[src/design/utf8d_pkg.sv]
// Shared types and constants for the UTF-8 codepoint decoder.
// No dependencies; used by utf8d_decode, utf8d_emit and the top level.
package utf8d_pkg;

    localparam int unsigned CP_W = 21;
    localparam int unsigned BYTE_W = 8;

    localparam logic [CP_W-1:0] QMARK_CP = CP_W'(63);

    // Lead-byte masks and patterns
    localparam logic [7:0] ASCII_LIMIT  = 8'h80;
    localparam logic [7:0] LEAD2_MASK   = 8'hE0;
    localparam logic [7:0] LEAD2_PAT    = 8'hC0;
    localparam logic [7:0] LEAD3_MASK   = 8'hF0;
    localparam logic [7:0] LEAD3_PAT    = 8'hE0;
    localparam logic [7:0] LEAD4_MASK   = 8'hF8;
    localparam logic [7:0] LEAD4_PAT    = 8'hF0;
    localparam logic [7:0] CONT_MASK    = 8'hC0;
    localparam logic [7:0] CONT_PAT     = 8'h80;
    localparam logic [7:0] BITS2_MASK   = 8'h1F;
    localparam logic [7:0] BITS3_MASK   = 8'h0F;
    localparam logic [7:0] BITS4_MASK   = 8'h07;
    localparam logic [7:0] PAYLOAD_MASK = 8'h3F;

    // Results of one input byte: q_cnt '?' words, then optionally one final word.
    typedef struct packed {
        logic [1:0]      q_cnt;
        logic            has_final;
        logic [CP_W-1:0] final_cp;
    } burst_t;

endpackage

[src/design/utf8d_decode.sv]
// Sequence state and single-pass decode of one registered input byte.
// Depends on utf8d_pkg (burst_t, byte constants).
module utf8d_decode (
    input  logic                  aclk,
    input  logic                  aresetn,
    input  logic                  fire,       // byte leaves the input register
    input  logic [7:0]            data_byte,
    input  logic                  end_of_text,
    output utf8d_pkg::burst_t     burst
);

    logic [1:0]                 be_reg, be_next;
    logic [1:0]                 cs_reg, cs_next;
    logic [utf8d_pkg::CP_W-1:0] pv_reg, pv_next;

    logic                       seq_open, is_cont, complete;
    logic [1:0]                 cs_inc;
    logic [utf8d_pkg::CP_W-1:0] pv_shift;
    logic                       lead2, lead3, lead4, is_ascii;
    logic [1:0]                 need;
    logic [7:0]                 lead_bits;

    always_comb begin
        seq_open = (be_reg != 2'd0);
        is_cont  = ((data_byte & utf8d_pkg::CONT_MASK) == utf8d_pkg::CONT_PAT);
        cs_inc   = cs_reg + 2'd1;
        complete = (cs_inc >= be_reg);
        pv_shift = {pv_reg[utf8d_pkg::CP_W-7:0],
                    data_byte[5:0] & utf8d_pkg::PAYLOAD_MASK[5:0]};

        is_ascii = (data_byte < utf8d_pkg::ASCII_LIMIT);
        lead2    = ((data_byte & utf8d_pkg::LEAD2_MASK) == utf8d_pkg::LEAD2_PAT);
        lead3    = ((data_byte & utf8d_pkg::LEAD3_MASK) == utf8d_pkg::LEAD3_PAT);
        lead4    = ((data_byte & utf8d_pkg::LEAD4_MASK) == utf8d_pkg::LEAD4_PAT);
        if (lead2) begin
            need      = 2'd1;
            lead_bits = data_byte & utf8d_pkg::BITS2_MASK;
        end else if (lead3) begin
            need      = 2'd2;
            lead_bits = data_byte & utf8d_pkg::BITS3_MASK;
        end else if (lead4) begin
            need      = 2'd3;
            lead_bits = data_byte & utf8d_pkg::BITS4_MASK;
        end else begin
            need      = 2'd0;
            lead_bits = 8'd0;
        end

        burst.q_cnt     = 2'd0;
        burst.has_final = 1'b0;
        burst.final_cp  = utf8d_pkg::QMARK_CP;
        be_next = 2'd0;
        cs_next = 2'd0;
        pv_next = pv_reg;

        if (seq_open && is_cont) begin
            if (complete) begin
                burst.has_final = 1'b1;
                burst.final_cp  = pv_shift;
            end else if (end_of_text) begin
                // truncated at end of text: lead plus every continuation taken
                burst.q_cnt = cs_inc + 2'd1;
            end else begin
                be_next = be_reg;
                cs_next = cs_inc;
                pv_next = pv_shift;
            end
        end else begin
            // broken sequence flushes first, then the byte decodes afresh
            burst.q_cnt = seq_open ? (cs_reg + 2'd1) : 2'd0;
            if (is_ascii) begin
                burst.has_final = 1'b1;
                burst.final_cp  = utf8d_pkg::CP_W'(data_byte);
            end else if (need == 2'd0 || end_of_text) begin
                burst.has_final = 1'b1;
            end else begin
                be_next = need;
                pv_next = utf8d_pkg::CP_W'(lead_bits);
            end
        end
    end

    always_ff @(posedge aclk) begin
        if (!aresetn) begin
            be_reg <= 2'd0;
            cs_reg <= 2'd0;
        end else if (fire) begin
            be_reg <= be_next;
            cs_reg <= cs_next;
        end
    end

    always_ff @(posedge aclk) begin
        if (fire) begin
            pv_reg <= pv_next;
        end
    end

    a_seen_below_expected: assert property (@(posedge aclk) disable iff (!aresetn)
        (be_reg == 2'd0 && cs_reg == 2'd0) || (cs_reg < be_reg))
        else $error("continuation count out of range");

    a_end_closes: assert property (@(posedge aclk) disable iff (!aresetn)
        fire && end_of_text |=> be_reg == 2'd0)
        else $error("sequence left open after end of text");

    a_flush_only_on_break: assert property (@(posedge aclk) disable iff (!aresetn)
        fire && burst.q_cnt != 2'd0 |-> seq_open)
        else $error("flush without open sequence");

endmodule

[src/design/utf8d_emit.sv]
// Result register: holds a byte's burst, one word per cycle while m_tready high.
// Depends on utf8d_pkg (burst_t, QMARK_CP).
module utf8d_emit (
    input  logic                        aclk,
    input  logic                        aresetn,
    input  logic                        load,
    input  utf8d_pkg::burst_t           burst,
    output logic                        load_ready,
    output logic                        m_tvalid,
    input  logic                        m_tready,
    output logic [23:0]                 m_tdata,  // [20:0] codepoint, [23:21] zero
    output logic                        m_tlast   // run_last
);

    logic [1:0]                 q_reg, q_next;
    logic                       fin_reg, fin_next;
    logic [utf8d_pkg::CP_W-1:0] cp_reg;
    logic                       take;

    always_comb begin
        m_tvalid   = (q_reg != 2'd0) || fin_reg;
        m_tdata    = {3'd0, (q_reg != 2'd0) ? utf8d_pkg::QMARK_CP : cp_reg};
        m_tlast    = (q_reg == 2'd1 && !fin_reg) || (q_reg == 2'd0 && fin_reg);
        take       = m_tvalid && m_tready;
        load_ready = !m_tvalid || (m_tready && m_tlast);

        q_next   = q_reg;
        fin_next = fin_reg;
        if (load) begin
            q_next   = burst.q_cnt;
            fin_next = burst.has_final;
        end else if (take) begin
            if (q_reg != 2'd0) begin
                q_next = q_reg - 2'd1;
            end else begin
                fin_next = 1'b0;
            end
        end
    end

    always_ff @(posedge aclk) begin
        if (!aresetn) begin
            q_reg   <= 2'd0;
            fin_reg <= 1'b0;
        end else begin
            q_reg   <= q_next;
            fin_reg <= fin_next;
        end
    end

    always_ff @(posedge aclk) begin
        if (load) begin
            cp_reg <= burst.final_cp;
        end
    end

    a_load_when_free: assert property (@(posedge aclk) disable iff (!aresetn)
        load |-> load_ready)
        else $error("burst loaded over pending words");

    a_drain_ends: assert property (@(posedge aclk) disable iff (!aresetn)
        take && m_tlast && !load |=> !m_tvalid)
        else $error("words left after run_last");

    a_flush_is_qmark: assert property (@(posedge aclk) disable iff (!aresetn)
        q_reg != 2'd0 |-> m_tdata[utf8d_pkg::CP_W-1:0] == utf8d_pkg::QMARK_CP)
        else $error("flush word is not '?'");

endmodule

[src/design/utf8_codepoint_decoder_top.sv]
// Top level of the UTF-8 codepoint decoder: input register, decode, result register.
// Depends on utf8d_pkg, utf8d_decode and utf8d_emit.
//
//  channel | dir | tdata                      | tlast
//  --------+-----+----------------------------+-------------
//  s_      | in  | [7:0] data_byte            | end_of_text
//  m_      | out | [20:0] codepoint, pad zero | run_last
//
// One byte per cycle while m_tready is high: input register -> decode ->
// result register, so a byte that gives at most one word passes at full rate.
// A byte that gives several words (up to 4, on broken or truncated sequences) holds
// the result register until the last word is out; the input register takes one more.
// aresetn (synchronous, active low) closes any open sequence and drops both valids.
// m_tready low stalls the result register and, behind it, the input register.
module utf8_codepoint_decoder_top (
    input  logic        aclk,
    input  logic        aresetn,
    input  logic        s_tvalid,
    output logic        s_tready,
    input  logic [7:0]  s_tdata,   // [7:0] data_byte
    input  logic        s_tlast,   // end_of_text
    output logic        m_tvalid,
    input  logic        m_tready,
    output logic [23:0] m_tdata,   // [20:0] codepoint, [23:21] zero
    output logic        m_tlast    // run_last
);

    logic              in_valid_reg;
    logic [7:0]        byte_reg;
    logic              eot_reg;
    logic              load_ready;
    logic              advance;
    utf8d_pkg::burst_t burst;

    // A byte leaves the input register when the result register can take its burst.
    assign advance  = in_valid_reg && load_ready;
    assign s_tready = !in_valid_reg || load_ready;

    always_ff @(posedge aclk) begin
        if (!aresetn) begin
            in_valid_reg <= 1'b0;
        end else if (s_tready) begin
            in_valid_reg <= s_tvalid;
        end
    end

    always_ff @(posedge aclk) begin
        if (s_tready && s_tvalid) begin
            byte_reg <= s_tdata;
            eot_reg  <= s_tlast;
        end
    end

    utf8d_decode u_decode (
        .aclk        (aclk),
        .aresetn     (aresetn),
        .fire        (advance),
        .data_byte   (byte_reg),
        .end_of_text (eot_reg),
        .burst       (burst)
    );

    // Loading an empty burst (sequence still open) leaves m_tvalid low.
    utf8d_emit u_emit (
        .aclk       (aclk),
        .aresetn    (aresetn),
        .load       (advance),
        .burst      (burst),
        .load_ready (load_ready),
        .m_tvalid   (m_tvalid),
        .m_tready   (m_tready),
        .m_tdata    (m_tdata),
        .m_tlast    (m_tlast)
    );

endmodule

[config.mk]
export PLATFORM = sky130hd
export DESIGN_NAME = utf8_codepoint_decoder_top
export DESIGN_NICKNAME = d
export VERILOG_FILES = /design/src/design/utf8d_pkg.sv /design/src/design/utf8d_decode.sv /design/src/design/utf8d_emit.sv /design/src/design/utf8_codepoint_decoder_top.sv
export SDC_FILE = /design/constraint.sdc
export NUM_CORES = 1
export LEC_CHECK = 0
export BUFFER_PORTS_ARGS = -buffer_cell sky130_fd_sc_hd__buf_4
export CORE_MARGIN = 5
export CORE_UTILIZATION = 55
export CTS_CLUSTER_SIZE = 40
export DETAILED_ROUTE_END_ITERATION = 10
export GPL_ROUTABILITY_DRIVEN = 1
export HOLD_SLACK_MARGIN = 0.08
export PLACE_DENSITY = 0.78
export RECOVER_POWER = 25
export SYNTH_ARGS = -nofsm -noshare
export SYNTH_HDL_FRONTEND = slang
export SYNTH_SLANG_ARGS = --single-unit
[constraint.sdc]
create_clock -name aclk -period 4.15 [get_ports aclk]
set_input_delay 0.6225 -clock aclk [delete_from_list [all_inputs] [get_ports aclk]]
set_output_delay 0.6225 -clock aclk [all_outputs]
set_load 0.01 [all_outputs]
* Yosys cells after proc, flatten, opt, wreduce, memory -nomap -nowiden *
Index checks and enable logic that the tools add are counted.

storage, ports and cells
  bits of input ports = 13
  logic and storage cells = 84
  register bits after elaboration = 53

cells by class
  $lt $le $gt $ge = 2
  reductions and logical operators = 25
  mux-type cells = 34
  equal/unequal tests = 11
  add/subtract/negate cells = 3

operators by type and width
  kind                                                                     count
  15-bit 2-to-1 mux                                                        5
  2-bit 2-to-1 mux                                                         17
  24-bit 2-to-1 mux                                                        1
  22-bit 2-to-1 mux                                                        1
  21-bit 2-to-1 mux                                                        1
  8-bit less-than comparator, second input constant                        1
  8-bit 2-to-1 mux                                                         1
  2-bit inequality test, second input constant                             4
  2-bit nonzero test                                                       4
  1-bit logical AND                                                        7
  2-bit AND reduction                                                      3
  5-bit equality test, second input constant                               1
  1-bit logical OR                                                         5
  1-bit 2-to-1 mux                                                         5
  5-bit 2-to-1 mux                                                         1
  5-bit AND reduction                                                      1
  2-bit by 1-bit adder with 2-bit output, second input constant            2
  4-bit equality test, second input constant                               1
  2-bit logical NOT                                                        2
  4-bit 2-to-1 mux                                                         1
  3-bit equality test, second input constant                               1
  1-bit logical NOT                                                        3
  3-bit 2-to-1 mux                                                         1
  3-bit by 2-bit inequality test with 1-bit output, second input constant  1
  5 further kinds                                                          5

* Logic depth before layout (Yosys ltp) *
  depth in word-level cells = 10
  gate-level depth with buffers = 7
  depth with buffers taken out = 6

* By module *
A second synthesis with hierarchy kept.

unflattened totals
  cells, all modules = 197
  area total of the unflattened synthesis = 2401.1 sq um

by module, submodules not included
  module                      sequential area each (sq um)  cells each  area an instance (sq um)  times used
  utf8d_decode                530.5                         110         1071.0                    1
  utf8d_emit                  690.7                         72          994.7                     1
  utf8_codepoint_decoder_top  290.3                         15          335.3                     1

* Worst setup path after synthesis *
OpenSTA, ideal clock, no wires.

  path kind = reg2reg
  start = register u_decode.cs_reg[0]
  end = register u_decode.pv_reg[0] (netlist bit), enable pin
  path slack = 1959 ps
  period minus slack after synthesis = 2191 ps
  stages on the path, launching flop included = 6
  data arrival time = 1818 ps
  cell sequence = dfxtp_1 xor2_1 ha_1 a21oi_2 o31ai_2 and4bb_1

on the way
  longest elaborated chain between the ends = 4

RTL lines
  what                                    RTL line            source
  from (decl)                             utf8d_decode.sv:13  logic [1:0] cs_reg, cs_next;
  from (signal assigned)                  utf8d_decode.sv:89  cs_reg <= cs_next;
  2-bit by 1-bit adder with 2-bit output  utf8d_decode.sv:26  cs_inc = cs_reg + 2'd1;
  2-bit greater-or-equal comparator       utf8d_decode.sv:27  complete = (cs_inc >= be_reg);
  2-bit inequality test (no line)         n/a
  5-bit AND reduction (no line)           n/a
  to (signal assigned)                    utf8d_decode.sv:95  pv_reg <= pv_next;
  to (decl)                               utf8d_decode.sv:14  logic [utf8d_pkg::CP_W-1:0] pv_reg, pv_next;

Every way passes these cells.
A chain may end at the register's enable or synchronous reset.

* Worst setup path in the final report *
  start = register u_emit.q_reg[0]
  end = register u_decode.pv_reg[1] (netlist bit), enable pin

on the way
  longest elaborated chain between the ends = 7
  elaborated cells on any way between the ends = 12

RTL lines
  what                                                                                        RTL line                          source
  from (decl)                                                                                 utf8d_emit.sv:15                  logic [1:0] q_reg, q_next;
  from (signal assigned)                                                                      utf8d_emit.sv:46                  q_reg <= q_next;
  2-bit by 1-bit equality test with 1-bit output / 2-bit logical NOT (equally long branches)  utf8d_emit.sv:23                  m_tlast = (q_reg == 2'd1 && !fin_reg) || (q_reg == 2'd0 && fin_reg);
  1-bit logical AND                                                                           utf8d_emit.sv:23
  1-bit logical OR                                                                            utf8d_emit.sv:23
  1-bit logical AND                                                                           utf8d_emit.sv:25                  load_ready = !m_tvalid || (m_tready && m_tlast);
  1-bit logical OR (*)                                                                        utf8d_emit.sv:25
  1-bit logical AND (*)                                                                       utf8_codepoint_decoder_top.sv:36  assign advance = in_valid_reg && load_ready;
  5-bit AND reduction (no line) (*)                                                           n/a

Every way passes the cells marked *; elsewhere a longest branch is shown, timed or not.

==> impl_metrics.env <==
export IMPL_overflow=0
export IMPL_synth_top_area_share_pct=55.4
export IMPL_drt_iter0_drc=143
export IMPL_ys_seq_area_share_pct=61.9
export IMPL_clkPwrFrac_pct=21.0
export IMPL_initial_utilization_pct=56.5
export IMPL_synth_warnings=0
export IMPL_drv_cap=0
export IMPL_regToRegStartpoint="u_emit.q_reg[0]$_SDFFE_PN0P_"
export IMPL_nFillCells=335
export IMPL_wl_um=4010
export IMPL_ff2ff_path_depth=6
export IMPL_required_ps=4090
export IMPL_power_switching_uw=496
export IMPL_crit_buf_inv=2
export IMPL_globalRouteMet3Util_pct=4.61
export IMPL_worstHoldEndpoint="byte_reg[4]$_DFFE_PP_"
export IMPL_port_buffers=36
export IMPL_cts_tree="done"
export IMPL_row_count=24
export IMPL_gr_usage_all_layers_pct=14.3
export IMPL_vias=1494
export IMPL_globalRouteMet1Util_pct=18.3
export IMPL_worst_slew_pin_slew_ps=992
export IMPL_synth_area_leaders="edfxtp_1 55%, and2_1 7.2%, dfxtp_1 6.6%, and3_1 3.8%, nand2b_1 3.6%"
export IMPL_cts_hold_fix_buffers=0
export IMPL_clk_path_buf_depth=2
export IMPL_syn_area_per_cell_um2=12.5
export IMPL_worstSkewPairLatency_ps=310
export IMPL_crit_slowest_cell="and4bb_1"
export IMPL_dieArea_mm2=0.00587
export IMPL_drv_slew=0
export IMPL_nNetsFinal=247
export IMPL_cts_sinks=53
export IMPL_hold_depth=1
export IMPL_maxSlewHeadroom_pct=33.5
export IMPL_switching_share_pct=30.6
export IMPL_critPathCaptureType="flop"
export IMPL_synth_area_mm2=0.00244
export IMPL_die_w_um=76.6
export IMPL_path_cells="inv_1 > ha_1 > nand3_1 > o21ai_2 > buf_4 > and4bb_1"
export IMPL_p_comb_share_pct=35.2
export IMPL_worst_path_max_fanout=32
export IMPL_setup_viol=0
export IMPL_antenna_left=0
export IMPL_ir_drop_mv=0.264
export IMPL_r2r_slack_ps=1390
export IMPL_core_area_mm2=0.00432
export IMPL_tns_ps=0
export IMPL_htree_num_levels=2
export IMPL_rsz0062_at_grt="false"
export IMPL_io_pins=40
export IMPL_viasPerCell=5.28
export IMPL_top_usage_layer="met2"
export IMPL_drive_gt1_share_pct=22.5
export IMPL_cts_root_buf="clkbuf_8"
export IMPL_synth_flop_cell="edfxtp_1"
export IMPL_critPathKind="flop to flop"
export IMPL_p_per_area_mw_per_mm2=574
export IMPL_place_gp_congestion=0.743
export IMPL_clock_skew_ps=12.3
export IMPL_period_share_pct=66.5
export IMPL_cts_resized=0
export IMPL_area_growth_pct=15.8
export IMPL_hold_viol=0
export IMPL_power_mw=1.62
export IMPL_ys_async_sr_fraction_pct=0
export IMPL_dp_hpwl_um=2860
export IMPL_p_int_mw=1.13
export IMPL_die_h_um=76.6
export IMPL_grt_pass1_vias=1415
export IMPL_seqPwrFrac_pct=43.8
export IMPL_cp_top_family="simple AND/OR/NAND/NOR gates"
export IMPL_largest_reg_flops=21
export IMPL_grt_pass1_wl_um=6770
export IMPL_grt_use_met2_pct=23.0
export IMPL_yosysTopAreaCell="edfxtp_1"
export IMPL_synth_seq_cells=53
export IMPL_critPathArrivalTime_ps=2700
export IMPL_status="finished clean"
export IMPL_synth_edf_count=45
export IMPL_synthCells=195
export IMPL_cts_setup_buffers=0
export IMPL_antenna_found_initial=0
export IMPL_regToRegEndpoint="u_decode.pv_reg[1]$_DFFE_PP_"
export IMPL_drc=0
export IMPL_yosys_cell_types_count=46
export IMPL_wl_per_cell_um=14.2
export IMPL_n_antenna_cell=0
export IMPL_grt_max_degree=33
export IMPL_cts_buffers=5
export IMPL_slowest_delay_ps=690
export IMPL_hp_start="s_tdata[4]"
export IMPL_cp_start_kind="flop"
export IMPL_drt_pass1_iter_count=4
export IMPL_hold_path_class="input port to flop"
export IMPL_leakagePower_nw=1.11
export IMPL_period_minus_slack_ps=2760
export IMPL_fmax_mhz=362
export IMPL_clkTransAtPathRegs_ps=100
-- metal layers --
metal,vias up,share of wire (%)
met4,0,1.3
met1,685,44
li1,762,-
met3,6,5.6
met2,41,49
met5,-,0
-- worst max path at each step --
| stage | start | depth (start not counted) | endpoint | slack (ps) |
|---|---|---|---|---|
| finish | u_emit.q_reg[0]$_SDFFE_PN0P_ | 6 | u_decode.pv_reg[1]$_DFFE_PP_ | 1390 |
| global route | u_emit.q_reg[1]$_SDFFE_PN0P_ | 6 | u_decode.pv_reg[6]$_SDFFCE_PN0P_ | 1120 |
| CTS | u_emit.q_reg[0]$_SDFFE_PN0P_ | 6 | u_decode.pv_reg[1]$_DFFE_PP_ | 1370 |
| detailed placement | u_emit.q_reg[0]$_SDFFE_PN0P_ | 6 | u_decode.pv_reg[13]$_SDFFCE_PN0P_ | 1390 |
| global placement | u_emit.q_reg[0]$_SDFFE_PN0P_ | 6 | u_decode.pv_reg[14]$_SDFFCE_PN0P_ | 1510 |
| floorplan | u_decode.cs_reg[0]$_SDFFE_PN0P_ | 5 | u_decode.pv_reg[0]$_DFFE_PP_ | 1960 |
-- metrics by stage --
stage               setup WS [ps]  hold WS [ps]  std cells  util [%]  cell area (um2)
global placement             1510           520        275      63.1             2730
finish                       1390           511        283      65.4             2830
detailed placement           1390           528        275      63.1             2730
CTS                          1370           485        283      65.7             2840
global route                 1120           493        283      65.4             2830
floorplan                    1960           485        197         -             2450
-- power groups by stage --
stage          logic (mW)  clock network (mW)  registers, mW
6_report            0.571               0.342          0.710
5_1_grt             0.631               0.374          0.720
4_1_cts             0.584               0.344          0.711
3_5_place_dp        0.582                   0          0.722
3_3_place_gp        0.568                   0          0.720
2_1_floorplan       0.355                   0          0.710
-- synth_stat cells (all sizes together), types with 5 or more instances --
cell    instances
and2           28
a21oi           6
nand2          10
nor2            6
o21ai           6
buf             7
edfxtp         45
inv             7
nand2b         14
dfxtp           8
and3           15
clkbuf          5
-- cell usage in the layout, fill, tap and decap left out, drive strengths merged, types with 4 or more instances in the layout --
cell,count
a21oi,6
and2,28
nand2,10
clkbuf,15
nand3,4
nand2b,14
ha,4
buf,28
nor2,6
inv,7
and3,15
dfxtp,8
o21ai,6
edfxtp,45
-- cells by family after synthesis --
group                      after synthesis  synth area share, %
and+or+nand+nor                         87                 21.2
muxes                                    4                 1.69
other                                    1                0.154
AOI/OAI and AO/OA                       25                 8.30
xor gates and xnor gates                 2                0.718
buffers and inverters                   19                 3.95
adders and majority gates                4                 2.05
DFF                                     53                 61.9
-- layout make-up --
| cell class | count | area (um2) | share of cell area [%] |
|---|---|---|---|
| multi-input combinational | 125 | 832 | 29.4 |
| inverter | 7 | 26.3 | 0.930 |
| tap | 52 | 65.1 | 2.30 |
| clock buffer | 5 | 68.8 | 2.43 |
| clock inverter | 3 | 41.3 | 1.46 |
| sequential | 53 | 1510 | 53.5 |
| timing repair buffer | 38 | 282 | 9.96 |
Power figures use the tool's default switching activity.
